==> src/hw/rtl/efr_pkg.sv <==
// ----------------------------------------------------------------------------
// Escaped frame receiver package
// Shared constants, byte types and the result record of the frame receiver.
// ----------------------------------------------------------------------------
package efr_pkg;

    localparam int FRAME_STORED = 9;
    localparam int POS_W        = 4;
    localparam int XOR_LAST_POS = 8;

    typedef logic [7:0]       t_byte;
    typedef logic [POS_W-1:0] t_pos;

    localparam t_byte XOR_SEED     = 8'hA5;
    localparam t_byte LINE_FEED    = 8'h0A;
    localparam t_byte ESC_CHECKSUM = 8'h1A;
    localparam t_byte MASK_ALIAS   = 8'h01;
    localparam t_byte MASK_TOP     = 8'h80;

    typedef struct packed {
        logic        frame_good;
        logic        is_read;
        logic [15:0] item_id;
        logic [31:0] item_value;
        t_byte       command_byte;
        t_byte       error_total;
    } t_result;

endpackage

==> src/hw/rtl/efr_stream_if.sv <==
// ----------------------------------------------------------------------------
// Frame receiver channels
// Valid/ready channels for received bytes and for decoded frame results.
// ----------------------------------------------------------------------------
interface efr_rx_if import efr_pkg::*; ();
    logic  valid;
    logic  ready;
    t_byte rx_byte;

    modport source (output valid, output rx_byte, input ready);
    modport sink (input valid, input rx_byte, output ready);
endinterface

interface efr_res_if import efr_pkg::*; ();
    logic        valid;
    logic        ready;
    logic        frame_good;
    logic        is_read;
    logic [15:0] item_id;
    logic [31:0] item_value;
    t_byte       command_byte;
    t_byte       error_total;

    modport source (output valid, output frame_good, output is_read, output item_id,
                    output item_value, output command_byte, output error_total,
                    input ready);
    modport sink (input valid, input frame_good, input is_read, input item_id,
                  input item_value, input command_byte, input error_total,
                  output ready);
endinterface

==> src/hw/rtl/escaped_frame_receiver_top.sv <==
// A frame's result is shown in the cycle after its terminator byte is accepted.
// Throughput: one byte per cycle; the nine byte cells shift on accepted non-terminators.
// Only a terminator byte waits, and only while a result is still held at the output.
// Reset clears byte position, error counter and output valid and seeds the checksum;
// the byte cells hold no reset value and are filled before they are read.
// ----------------------------------------------------------------------------
// Escaped frame receiver top level
// Groups received bytes into ten-byte frames and emits one decoded result each.
// ----------------------------------------------------------------------------
module escaped_frame_receiver_top import efr_pkg::*; (
    input  logic      i_clk,
    input  logic      i_rst_n,
    efr_rx_if.sink    i_rx,
    efr_res_if.source o_res
);

    t_pos    r_pos;
    t_pos    n_pos;
    t_byte   r_xor;
    t_byte   n_xor;
    t_byte   r_err;
    logic    r_out_valid;
    t_result r_res;
    t_result dec_result;
    t_byte   cell_q [FRAME_STORED];
    t_byte   frame  [FRAME_STORED];
    logic    last;
    logic    rx_fire;
    logic    shift;

    assign last       = (r_pos >= t_pos'(FRAME_STORED));
    assign i_rx.ready = !last || !r_out_valid || o_res.ready;
    assign rx_fire    = i_rx.valid && i_rx.ready;
    assign shift      = rx_fire && !last;

    for (genvar k = 0; k < FRAME_STORED; k++) begin : g_cell
        if (k == 0) begin : g_head
            efr_cell u_cell (
                .i_clk  (i_clk),
                .i_shift(shift),
                .i_byte (i_rx.rx_byte),
                .o_byte (cell_q[k])
            );
        end else begin : g_body
            efr_cell u_cell (
                .i_clk  (i_clk),
                .i_shift(shift),
                .i_byte (cell_q[k-1]),
                .o_byte (cell_q[k])
            );
        end
        assign frame[k] = cell_q[FRAME_STORED-1-k];
    end

    efr_decode u_decode (
        .i_frame    (frame),
        .i_last_byte(i_rx.rx_byte),
        .i_xor      (r_xor),
        .i_err_count(r_err),
        .o_result   (dec_result)
    );

    always_comb begin
        n_pos = r_pos;
        n_xor = r_xor;
        if (rx_fire) begin
            if (last) begin
                n_pos = '0;
                n_xor = XOR_SEED;
            end else begin
                n_pos = r_pos + t_pos'(1);
                if (r_pos < t_pos'(XOR_LAST_POS)) begin
                    n_xor = r_xor ^ i_rx.rx_byte;
                end
            end
        end
    end

    always_ff @(posedge i_clk) begin
        if (!i_rst_n) begin
            r_pos       <= '0;
            r_xor       <= XOR_SEED;
            r_err       <= '0;
            r_out_valid <= 1'b0;
        end else begin
            r_pos <= n_pos;
            r_xor <= n_xor;
            if (rx_fire && last) begin
                r_err       <= dec_result.error_total;
                r_out_valid <= 1'b1;
            end else if (o_res.ready) begin
                r_out_valid <= 1'b0;
            end
        end
    end

    always_ff @(posedge i_clk) begin
        if (rx_fire && last) begin
            r_res <= dec_result;
        end
    end

    assign o_res.valid        = r_out_valid;
    assign o_res.frame_good   = r_res.frame_good;
    assign o_res.is_read      = r_res.is_read;
    assign o_res.item_id      = r_res.item_id;
    assign o_res.item_value   = r_res.item_value;
    assign o_res.command_byte = r_res.command_byte;
    assign o_res.error_total  = r_res.error_total;

endmodule

==> src/hw/rtl/efr_cell.sv <==
// ----------------------------------------------------------------------------
// Frame byte cell
// One stage of the byte shift line; it takes its neighbor's byte on a shift.
// ----------------------------------------------------------------------------
module efr_cell import efr_pkg::*; (
    input  logic  i_clk,
    input  logic  i_shift,
    input  t_byte i_byte,
    output t_byte o_byte
);

    t_byte r_byte;

    always_ff @(posedge i_clk) begin
        if (i_shift) begin
            r_byte <= i_byte;
        end
    end

    assign o_byte = r_byte;

endmodule

==> src/hw/rtl/efr_decode.sv <==
// ----------------------------------------------------------------------------
// Frame decoder
// Checks terminator and checksum of a full frame and restores escaped bytes.
// ----------------------------------------------------------------------------
module efr_decode import efr_pkg::*; (
    input  t_byte   i_frame [FRAME_STORED],
    input  t_byte   i_last_byte,
    input  t_byte   i_xor,
    input  t_byte   i_err_count,
    output t_result o_result
);

    t_byte chk;
    t_byte mask;
    t_byte dec [7];
    logic  good;

    always_comb begin
        chk = i_frame[8];
        if (chk == ESC_CHECKSUM) begin
            chk = LINE_FEED;
        end
        good = (i_last_byte == LINE_FEED) && (chk == i_xor);

        mask = i_frame[7];
        if (mask == MASK_ALIAS) begin
            mask = LINE_FEED;
        end
        for (int i = 0; i < 7; i++) begin
            dec[i] = ((mask & (MASK_TOP >> i)) != '0) ? LINE_FEED : i_frame[i];
        end

        o_result = '0;
        if (good) begin
            o_result.frame_good   = 1'b1;
            o_result.is_read      = dec[6][0];
            o_result.item_id      = {dec[0], dec[1]};
            o_result.item_value   = {dec[2], dec[3], dec[4], dec[5]};
            o_result.command_byte = dec[6];
            o_result.error_total  = i_err_count;
        end else begin
            o_result.error_total  = i_err_count + 8'd1;
        end
    end

endmodule

==> src/flat_wrapper.sv <==
// flat-port wrapper written by rule: the top's interface ports become plain ports
module escaped_frame_receiver_top_flat import efr_pkg::*;
  (i_clk, i_rst_n, i_rx_valid, i_rx_rx_byte, i_rx_ready, o_res_valid, o_res_frame_good, o_res_is_read, o_res_item_id, o_res_item_value, o_res_command_byte, o_res_error_total, o_res_ready);
  efr_rx_if i_rx_i ();
  efr_res_if o_res_i ();
  input  logic i_clk;
  input  logic i_rst_n;
  input wire logic [$bits(i_rx_i.valid)-1:0] i_rx_valid;
  input wire logic [$bits(i_rx_i.rx_byte)-1:0] i_rx_rx_byte;
  output wire logic [$bits(i_rx_i.ready)-1:0] i_rx_ready;
  output wire logic [$bits(o_res_i.valid)-1:0] o_res_valid;
  output wire logic [$bits(o_res_i.frame_good)-1:0] o_res_frame_good;
  output wire logic [$bits(o_res_i.is_read)-1:0] o_res_is_read;
  output wire logic [$bits(o_res_i.item_id)-1:0] o_res_item_id;
  output wire logic [$bits(o_res_i.item_value)-1:0] o_res_item_value;
  output wire logic [$bits(o_res_i.command_byte)-1:0] o_res_command_byte;
  output wire logic [$bits(o_res_i.error_total)-1:0] o_res_error_total;
  input wire logic [$bits(o_res_i.ready)-1:0] o_res_ready;
  assign i_rx_i.valid = i_rx_valid;
  assign i_rx_i.rx_byte = i_rx_rx_byte;
  assign i_rx_ready = i_rx_i.ready;
  assign o_res_valid = o_res_i.valid;
  assign o_res_frame_good = o_res_i.frame_good;
  assign o_res_is_read = o_res_i.is_read;
  assign o_res_item_id = o_res_i.item_id;
  assign o_res_item_value = o_res_i.item_value;
  assign o_res_command_byte = o_res_i.command_byte;
  assign o_res_error_total = o_res_i.error_total;
  assign o_res_i.ready = o_res_ready;
  escaped_frame_receiver_top u_core (.i_clk(i_clk), .i_rst_n(i_rst_n), .i_rx(i_rx_i), .o_res(o_res_i));
endmodule
==> config.mk <==
export PLATFORM = sky130hd
export DESIGN_NAME = escaped_frame_receiver_top_flat
export DESIGN_NICKNAME = d
export VERILOG_FILES = /design/src/hw/rtl/efr_pkg.sv /design/src/hw/rtl/efr_stream_if.sv /design/src/hw/rtl/escaped_frame_receiver_top.sv /design/src/hw/rtl/efr_cell.sv /design/src/hw/rtl/efr_decode.sv /design/src/flat_wrapper.sv
export SDC_FILE = /design/constraint.sdc
export NUM_CORES = 1
export LEC_CHECK = 0
export ABC_AREA = 1
export BUFFER_PORTS_ARGS = -buffer_cell sky130_fd_sc_hd__buf_4
export CORE_MARGIN = 2
export CORE_UTILIZATION = 61
export DETAILED_ROUTE_END_ITERATION = 12
export PLACE_DENSITY = 0.9
export SYNTH_ARGS = -nofsm -noshare
export SYNTH_HDL_FRONTEND = slang
export SYNTH_SLANG_ARGS = --single-unit
==> constraint.sdc <==
create_clock -name i_clk -period 6.75 [get_ports i_clk]
set_input_delay 0.675 -clock i_clk [delete_from_list [all_inputs] [get_ports i_clk]]
set_output_delay 0.675 -clock i_clk [all_outputs]
set_load 0.02 [all_outputs]
==> results of run 1 <==
worst register-to-register path: cells and delay by family, from the launching register on:
kind / cells / cell delay [ns]
flip-flops: 1 / 0.43
AND/OR/NAND/NOR: 9 / 1.48
buffers and inverters: 3 / 0.35
report_power, final:
group / switching [W] / internal, W
Combinational: 0.0000416 / 0.0000204
Sequential: 0.0000203 / 0.00109
Clock: 0.000389 / 0.000456
logic make-up (layout without fill, tap and decap cells):
logic type,Yosys count,after routing,share of synthesized area
simple gates,234,234,0.161
flops,158,158,0.744
buf+inv,100,208,0.0641
compound gates,12,12,0.00986
xor+xnor,9,9,0.0129
fa+ha+maj,4,4,0.00821
cell type report:
| cell class | count | area share |
|---|---|---|
| Clock buffer | 17 | 0.0562 |
| Timing Repair Buffer | 81 | 0.0825 |
| Clock inverter | 15 | 0.0154 |
| Sequential cell | 158 | 0.615 |
| Tap cell | 133 | 0.0226 |
| Inverter | 95 | 0.0484 |
| Multi-Input combinational cell | 259 | 0.160 |
layer usage:
layer / GRT usage / wire length [um]
met5: 0 / 0
met1: 0.254 / 4470
met4: 0.113 / 332
met3: 0.0652 / 610
met2: 0.399 / 6370
sequential cells by signal (all words and copies together), names as in the netlist:
signal,count
u_core.g_cell.g_body.u_cell.o_byte,64
u_core.o_res.item_value,32
u_core.o_res.item_id,16
u_core.g_cell.g_head.u_cell.o_byte,8
u_core.o_res.command_byte,8
u_core.o_res.error_total,8
u_core.r_err,8
u_core.r_xor,8
u_core.r_pos,4
u_core.o_res.frame_good,1
u_core.o_res.valid,1
synthesized netlist by cell type:
library cell / number / area (um2)
or2_1: 1 / 6.26
nand3_1: 32 / 160
buf_4: 1 / 7.51
xor2_1: 8 / 70.1
buf_2: 3 / 15.0
nand2_1: 93 / 349
xnor2_1: 1 / 8.76
ha_1: 4 / 50.1
nor3_1: 7 / 35.0
inv_2: 3 / 11.3
inv_1: 92 / 345
nor2_2: 7 / 43.8
nand4_1: 8 / 50.1
edfxtp_1: 137 / 4110
and2_1: 2 / 12.5
buf_6: 1 / 11.3
a21oi_1: 8 / 40.0
nor2_1: 82 / 308
o21ai_0: 4 / 20.0
dfxtp_1: 21 / 420
nand3b_1: 2 / 15.0
per-stage QoR:
stage / area, um2 / util / worst slack (ns) / hold WS (ns) / total power, W
final: 7370 / 0.757 / 4.12 / 0.336 / 0.00201
after global routing: 7370 / 0.757 / 3.96 / 0.317 / 0.00208
after CTS: 7370 / 0.757 / 4.11 / 0.318 / 0.00202
after detailed placement: 6840 / 0.703 / 4.09 / 0.434 / 0.00119
after global placement: 6840 / 0.703 / 4.20 / 0.428 / 0.00118
after floorplan: 6090 / - / 2.27 / 0.426 / 0.00116
final timing paths:
| path | start | endpoint | depth (start not counted) |
|---|---|---|---|
| max | u_core.r_pos[0]$_SDFFE_PN0N_ | i_rx_ready | 7 |
| min | i_rx_rx_byte[5] | u_core.g_cell[0].g_head.u_cell.o_byte[5]$_DFFE_PP_ | 1 |
| max reg2reg | u_core.g_cell[0].g_head.u_cell.o_byte[0]$_DFFE_PP_ | u_core.o_res.item_id[7]$_SDFFCE_PP0P_ | 12 |
| min reg2reg | u_core.g_cell[7].g_body.u_cell.o_byte[3]$_DFFE_PP_ | u_core.g_cell[8].g_body.u_cell.o_byte[3]$_DFFE_PP_ | 0 |
==> flow_summary.json, run 1 <==
{
  "status": "complete, no violations",
  "nFillCells": 608,
  "post-route-period-util": 0.389,
  "dieWidth_um": 104,
  "antenna_found_initial": 0,
  "die-area_um2": 10800,
  "die_h_um": 104,
  "stdcell_count": 758,
  "grt_max_degree": 72,
  "critPathBufInv": 3,
  "avgSynthCellArea_um2": 11.8,
  "clk_latency_ns": 0.53,
  "skew_ns": 0.00763,
  "worst-path-max-fanout": 6,
  "worstPathCellList": "inv_1 > ha_1 > nand3_1 > nand2_1 > inv_1 > nand3_1 > buf_4",
  "syn_inst": 517,
  "cp_top_family": "buffers and inverters",
  "final_cell_mix": "edfxtp_1, nand2_1, inv_1, nor2_1, buf_4",
  "min_period_ns": 2.63,
  "critPathArrivalTime_ns": 1.95,
  "drt-total-wl_um": 11800,
  "grt_usage": 0.227,
  "hpwl_um": 8150,
  "grt_pass1_vias": 3933,
  "hold_buffers": 0,
  "multi_input_area_um2": 1180,
  "ioPinCount": 80,
  "ys_warn_count": 0,
  "vias": 3956,
  "setup_violations": 0,
  "syn_nets": 533,
  "cts_resized": 0,
  "critPathSlowestCell": "dfxtp_1",
  "grt_pass1_wl_um": 18700,
  "critPathCaptureType": "output pin",
  "drive_gt1_frac": 0.197,
  "final_common_cell": "edfxtp_1",
  "clkSinkCount": 158,
  "rsz0062_at_grt": "false",
  "hold_viol": 0,
  "start_util": 0.626,
  "fmax_mhz": 380,
  "crit_type": "register to output pin",
  "rrSetupSlack_ns": 4.26,
  "wl_per_cell_um": 15.5,
  "firstDrtPassIters": 7,
  "crit_path_start_kind": "register",
  "slew_headroom": 0.401,
  "rows": 36,
  "root_buffer": "clkbuf_8",
  "cts_setup_buffers": 0,
  "final_max_slew_viol_count": 0,
  "drtIter0Drc": 364,
  "crit_required_ns": 6.07,
  "placed_cells": 726,
  "ys_ff_latch": 158,
  "p_per_area_nw_per_um2": 273,
  "overflow": 0,
  "ys_types": 21,
  "p_leak_nw": 3.06,
  "regArea_um2": 4530,
  "via_per_inst": 5.22,
  "drc": 0,
  "vdd_drop_max_uv": 191,
  "fp.coreArea_um2": 9730,
  "cts_buffers": 17,
  "num-nets-final": 628,
  "syn2layout_area_growth_pct": 20.9,
  "antennaDiodeCount": 0,
  "worstMarginPinSlew_ns": 0.899,
  "timing.setup.tns_ns": 0,
  "hold_path.class": "input port to register",
  "route.antenna.remaining_nets": 0,
  "drv_cap": 0,
  "syn_area_um2": 6090,
  "io_buffers": 79,
  "clk_path_buf_depth": 2,
  "cts.htree.levels": 4,
  "cpPeakStageDelay_ns": 0.42,
  "ys_seq_area_frac": 0.744,
  "cts.clk_slew.worst_paths_ns": 0.06,
  "finalWeightedCongestion": 0.843,
  "tritoncts": "yes"
}
No activity file was read; power rests on OpenSTA's default activity.
==> run 2, diff against run 1 <==
--- a/config.mk
+++ b/config.mk
@@ -8,9 +8,9 @@
 export ABC_AREA = 1
 export BUFFER_PORTS_ARGS = -buffer_cell sky130_fd_sc_hd__buf_4
 export CORE_MARGIN = 2
-export CORE_UTILIZATION = 61
+export CORE_UTILIZATION = 57
 export DETAILED_ROUTE_END_ITERATION = 12
-export PLACE_DENSITY = 0.9
+export PLACE_DENSITY = 0.85
 export SYNTH_ARGS = -nofsm -noshare
 export SYNTH_HDL_FRONTEND = slang
 export SYNTH_SLANG_ARGS = --single-unit
==> constraint.sdc (replaced) <==
create_clock -name i_clk -period 2.65 [get_ports i_clk]
set_input_delay 0.265 -clock i_clk [delete_from_list [all_inputs] [get_ports i_clk]]
set_output_delay 0.265 -clock i_clk [all_outputs]
set_load 0.02 [all_outputs]
==> flow_summary.json, run 2 (synthesis results as in run 1) <==
{
  "root_buffer": "clkbuf_8",
  "dieWidth_um": 107,
  "firstDrtPassIters": 5,
  "clkSinkCount": 158,
  "final_common_cell": "edfxtp_1",
  "slew_headroom": 0.537,
  "final_max_slew_viol_count": 0,
  "hold_viol": 0,
  "finalWeightedCongestion": 0.834,
  "placed_cells": 731,
  "cts_setup_buffers": 0,
  "critPathCaptureType": "register",
  "drc": 0,
  "cts_buffers": 17,
  "wl_per_cell_um": 15.4,
  "clk_latency_ns": 0.52,
  "route.antenna.remaining_nets": 0,
  "drt-total-wl_um": 11900,
  "post-route-period-util": 0.825,
  "worst-path-max-fanout": 8,
  "hold_start": "o_res_ready",
  "die_h_um": 107,
  "rsz0062_at_grt": "false",
  "ioPinCount": 80,
  "via_per_inst": 5.15,
  "grt_pass1_wl_um": 18800,
  "min_period_ns": 2.19,
  "die-area_um2": 11500,
  "cts_resized": 0,
  "fp.coreArea_um2": 10400,
  "r2r_start": "u_core.r_pos[0]$_SDFFE_PN0N_",
  "p_leak_nw": 3.12,
  "crit_path_start_kind": "register",
  "stdcell_count": 771,
  "grt_max_degree": 66,
  "grt_pass1_vias": 4014,
  "crit_required_ns": 3.11,
  "grt_usage": 0.219,
  "status": "complete, no violations",
  "crit_start": "u_core.r_pos[0]$_SDFFE_PN0N_",
  "setup_ws_ns": 0.465,
  "final_cell_mix": "edfxtp_1, nand2_1, inv_1, nor2_1, buf_4",
  "place_ws_ns": 0.534,
  "setup_violations": 0,
  "crit_type": "register to register",
  "cts.htree.levels": 4,
  "start_util": 0.588,
  "tritoncts": "yes",
  "cts.clk_slew.worst_paths_ns": 0.06,
  "hpwl_um": 7840,
  "overflow": 0,
  "drive_gt1_frac": 0.192,
  "worstMarginPinSlew_ns": 0.689,
  "timing.setup.tns_ns": 0,
  "drv_cap": 0,
  "antennaDiodeCount": 0,
  "vdd_drop_max_uv": 467,
  "hold_buffers": 9,
  "hold_ws_ns": 0.0510,
  "io_buffers": 79,
  "vias": 3971,
  "num-nets-final": 639,
  "clk_path_buf_depth": 2,
  "critPathArrivalTime_ns": 2.64,
  "syn2layout_area_growth_pct": 24.1,
  "p_per_area_nw_per_um2": 706,
  "hold_path.class": "input port to register",
  "nFillCells": 693,
  "antenna_found_initial": 0,
  "largest_register_ff_count": 64,
  "rows": 37,
  "drtIter0Drc": 236,
  "skew_ns": 0.00858,
  "fmax_mhz": 458,
  "final_util": 0.729
}
run 2: cell count changes in the layout (fill, tap and decap cells not counted), moves of 2 or more:
cell	previous run	this run
buf_12	0	3
clkinv_4	4	1
clkbuf_1	0	4
clkinv_1	2	0
clkinvlp_4	3	6
dlygate4sd3_1	0	9
bufinv_16	0	3
inv_6	5	0
run 2: cell type report:
cell class	count	area, um2	area share
multi-input cells	259	1180	0.156
flip-flops and latches	158	4530	0.600
clock inverters	10	141	0.0187
clock buffers	21	429	0.0568
well taps	136	170	0.0225
repair buffers	92	751	0.0993
inverters	95	360	0.0477
run 2: path summary, 6_finish.rpt:
check | endpoint | slack, ns | cells after the start
worst max-delay path | u_core.r_err[4]$_SDFFE_PN0P_ | 0.46 | 9
worst min register to register | u_core.g_cell[3].g_body.u_cell.o_byte[4]$_DFFE_PP_ | 0.45 | 0
worst min-delay path | u_core.o_res.valid$_SDFFE_PN0P_ | 0.05 | 4
worst max register to register | u_core.r_err[4]$_SDFFE_PN0P_ | 0.46 | 9
run 2: metal layers:
layer	part of all wire	GRT usage	routed length, um
met1	0.39	0.253	4630
met3	0.059	0.0545	703
met5	0	0	0
met4	0.019	0.0980	225
met2	0.53	0.385	6320
run 2: through the flow:
step	cell area [um2]	power, W
floorplan	6100	0.00296
global placement	6900	0.00302
detailed placement	6900	0.00303
CTS	7560	0.00538
global route	7560	0.00549
finish	7560	0.00534
run 2: power breakdown:
| group | internal, W | switching, W | total (W) |
|---|---|---|---|
| sequential | 0.00277 | 0.0000515 | 0.00282 |
| combinational | 0.0000657 | 0.000107 | 0.000173 |
| clock | 0.00143 | 0.000914 | 0.00234 |
| total | 0.00426 | 0.00107 | 0.00534 |
run 2: worst max-delay path, stage by stage (launching register included):
cell,delay [ns]
dfxtp_1,0.41
inv_1,0.07
ha_1,0.20
nand3_1,0.10
nand2_1,0.13
inv_1,0.16
nand3_1,0.21
nor2_1,0.54
nand3_1,0.19
nand2_1,0.11
==> run 3, diff against run 2 <==
--- a/config.mk
+++ b/config.mk
@@ -8,9 +8,9 @@
 export ABC_AREA = 1
 export BUFFER_PORTS_ARGS = -buffer_cell sky130_fd_sc_hd__buf_4
 export CORE_MARGIN = 2
-export CORE_UTILIZATION = 57
+export CORE_UTILIZATION = 51
 export DETAILED_ROUTE_END_ITERATION = 12
-export PLACE_DENSITY = 0.85
+export PLACE_DENSITY = 0.81
 export SYNTH_ARGS = -nofsm -noshare
 export SYNTH_HDL_FRONTEND = slang
 export SYNTH_SLANG_ARGS = --single-unit
==> constraint.sdc (replaced) <==
create_clock -name i_clk -period 1.8 [get_ports i_clk]
set_input_delay 0.18 -clock i_clk [delete_from_list [all_inputs] [get_ports i_clk]]
set_output_delay 0.18 -clock i_clk [all_outputs]
set_load 0.02 [all_outputs]
==> flow_summary.json, run 3 (synthesis results as in run 1) <==
{
  "status": "complete, no violations",
  "drtIter0Drc": 351,
  "intPower_w": 0.00623,
  "cp_num_cells": 7,
  "largest_register_ff_count": 64,
  "ioPinCount": 80,
  "worst-path-max-fanout": 6,
  "critPathBufInv": 3,
  "post-route-period-util": 0.965,
  "p_sw_w": 0.00164,
  "grt_pass1_vias": 3905,
  "setup_violations": 0,
  "grt_usage": 0.191,
  "p_clk_frac": 0.437,
  "worstMarginPinSlew_ns": 0.455,
  "syn2layout_area_growth_pct": 27.6,
  "vdd_drop_max_uv": 562,
  "drv_cap": 0,
  "via_per_inst": 5.00,
  "dpl-instance-area_um2": 7020,
  "root_buffer": "clkbuf_16",
  "die-area_um2": 12800,
  "crit_path_start_kind": "register",
  "dieWidth_um": 113,
  "hold_ws_ns": 0.0258,
  "cp_top_family": "flip-flops",
  "cpPeakStageDelay_ns": 0.38,
  "p_total_w": 0.00787,
  "hold_path.class": "input port to register",
  "place_ws_ns": 0.0303,
  "critPathSlowestCell": "dfxtp_4",
  "io_buffers": 79,
  "worstPathCellList": "inv_1 > ha_1 > nand3_2 > nand2_4 > inv_4 > nand3_4 > buf_6",
  "cts_buffers": 17,
  "r2r_start": "u_core.r_pos[0]$_SDFFE_PN0N_",
  "setup_ws_ns": 0.0638,
  "drive_gt1_frac": 0.248,
  "skew_ns": 0.0133,
  "grt_max_degree": 45,
  "cts.htree.levels": 4,
  "p_leak_nw": 3.21,
  "rows": 39,
  "reg2regPathDepth": 8,
  "crit_start": "u_core.r_pos[0]$_SDFFE_PN0N_",
  "fmax_mhz": 576,
  "final_max_slew_viol_count": 0,
  "crit_required_ns": 1.62,
  "final_cell_mix": "edfxtp_1, buf_4, inv_1, nand2_1, nor2_1",
  "p_seq_frac": 0.528,
  "hold_viol": 0,
  "final_util": 0.675,
  "cts.clk_slew.worst_paths_ns": 0.06,
  "p_per_area_nw_per_um2": 1010,
  "critPathArrivalTime_ns": 1.56,
  "crit_type": "register to output pin",
  "rrSetupSlack_ns": 0.08,
  "firstDrtPassIters": 4,
  "drt-total-wl_um": 12000,
  "hpwl_um": 8320,
  "fp.coreArea_um2": 11500,
  "die_h_um": 113,
  "power_frac_comb": 0.035,
  "clkSinkCount": 158,
  "min_period_ns": 1.74,
  "route.antenna.remaining_nets": 0,
  "finalWeightedCongestion": 0.861,
  "critPathCaptureType": "output pin",
  "grt_pass1_wl_um": 18600,
  "clk_latency_ns": 0.42,
  "antennaDiodeCount": 0,
  "switching_share": 0.209,
  "num-nets-final": 649,
  "clk_path_buf_depth": 2,
  "drc": 0,
  "wl_per_cell_um": 15.2,
  "final_common_cell": "edfxtp_1",
  "antenna_found_initial": 0,
  "hold_start": "i_rx_rx_byte[7]",
  "final_area_um2": 7770,
  "tritoncts": "yes",
  "endpoint": "i_rx_ready",
  "start_util": 0.529,
  "overflow": 0,
  "slew_headroom": 0.696,
  "vias": 3946,
  "worstReg2RegEnd": "u_core.o_res.item_value[30]$_SDFFCE_PP0P_"
}
## run 3: cell count changes in the layout (fill, tap and decap cells not counted), moves of 3 or more
cell,delta
nand2_2,+7
nand3_1,-5
nand3_2,+3
inv_1,-4
buf_4,+8
inv_6,+3
nand2_1,-9
## run 3: worst register-to-register path, cell delays in order, from the launching register on
cell        delay [ns]
dfxtp_4           0.38
inv_1             0.05
ha_1              0.19
nand3_2           0.10
nand2_4           0.08
inv_4             0.10
nand3_4           0.11
clkinvlp_4        0.14
buf_12            0.23
## run 3: power by group through the flow
stage | registers, W | clock network (W) | logic [W]
global route | 0.00417 | 0.00366 | 0.000310
detailed placement | 0.00423 | 0 | 0.000252
CTS | 0.00415 | 0.00349 | 0.000269
finish | 0.00415 | 0.00344 | 0.000278
floorplan | 0.00421 | 0 | 0.000162
global placement | 0.00422 | 0 | 0.000241
## run 3: cell type report
| class | instances | area, um2 |
|---|---|---|
| clock buffer | 19 | 433 |
| clock inverter | 13 | 139 |
| fill | 802 | 3740 |
| inverter | 95 | 365 |
| multi-input combinational | 260 | 1280 |
| sequential | 158 | 4540 |
| tap | 143 | 179 |
| timing repair buffer | 101 | 832 |
## run 3: worst min-delay path by stage
stage / endpoint / slack [ns] / cells past startpoint
after CTS: u_core.r_xor[7]$_SDFFE_PN1P_ / 0.006 / 3
after global placement: u_core.g_cell[0].g_head.u_cell.o_byte[7]$_DFFE_PP_ / 0.38 / 1
final: u_core.r_xor[7]$_SDFFE_PN1P_ / 0.03 / 3
after global routing: u_core.r_xor[7]$_SDFFE_PN1P_ / 0.02 / 3
after floorplan: u_core.g_cell[0].g_head.u_cell.o_byte[0]$_DFFE_PP_ / 0.28 / 0
after detailed placement: u_core.g_cell[0].g_head.u_cell.o_byte[5]$_DFFE_PP_ / 0.38 / 1
## run 3: per-stage QoR
step	TNS, ns	instances
global route	-0.0639	789
CTS	0	787
global placement	0	747
detailed placement	0	747
floorplan	-63.33	517
finish	0	789
## run 3: what timing repair did
item / CTS / global route
pin swaps: 0 / 3
endpoints found under the setup margin: 1 / 68
resized for setup: 2 / 23
gates cloned: 0 / 1
hold buffers: 8 / 0
hold endpoints to repair: 8 / 0
buffers inserted: 0 / 1
## run 3: per-layer routing
layer  routed length (um)  global-route usage  vias up
li1                     -                   -     1915
met1                 4920               0.228     1904
met2                 6390               0.331      117
met3                  570              0.0546       10
met4                  142              0.0715        0
met5                    0                   0        -
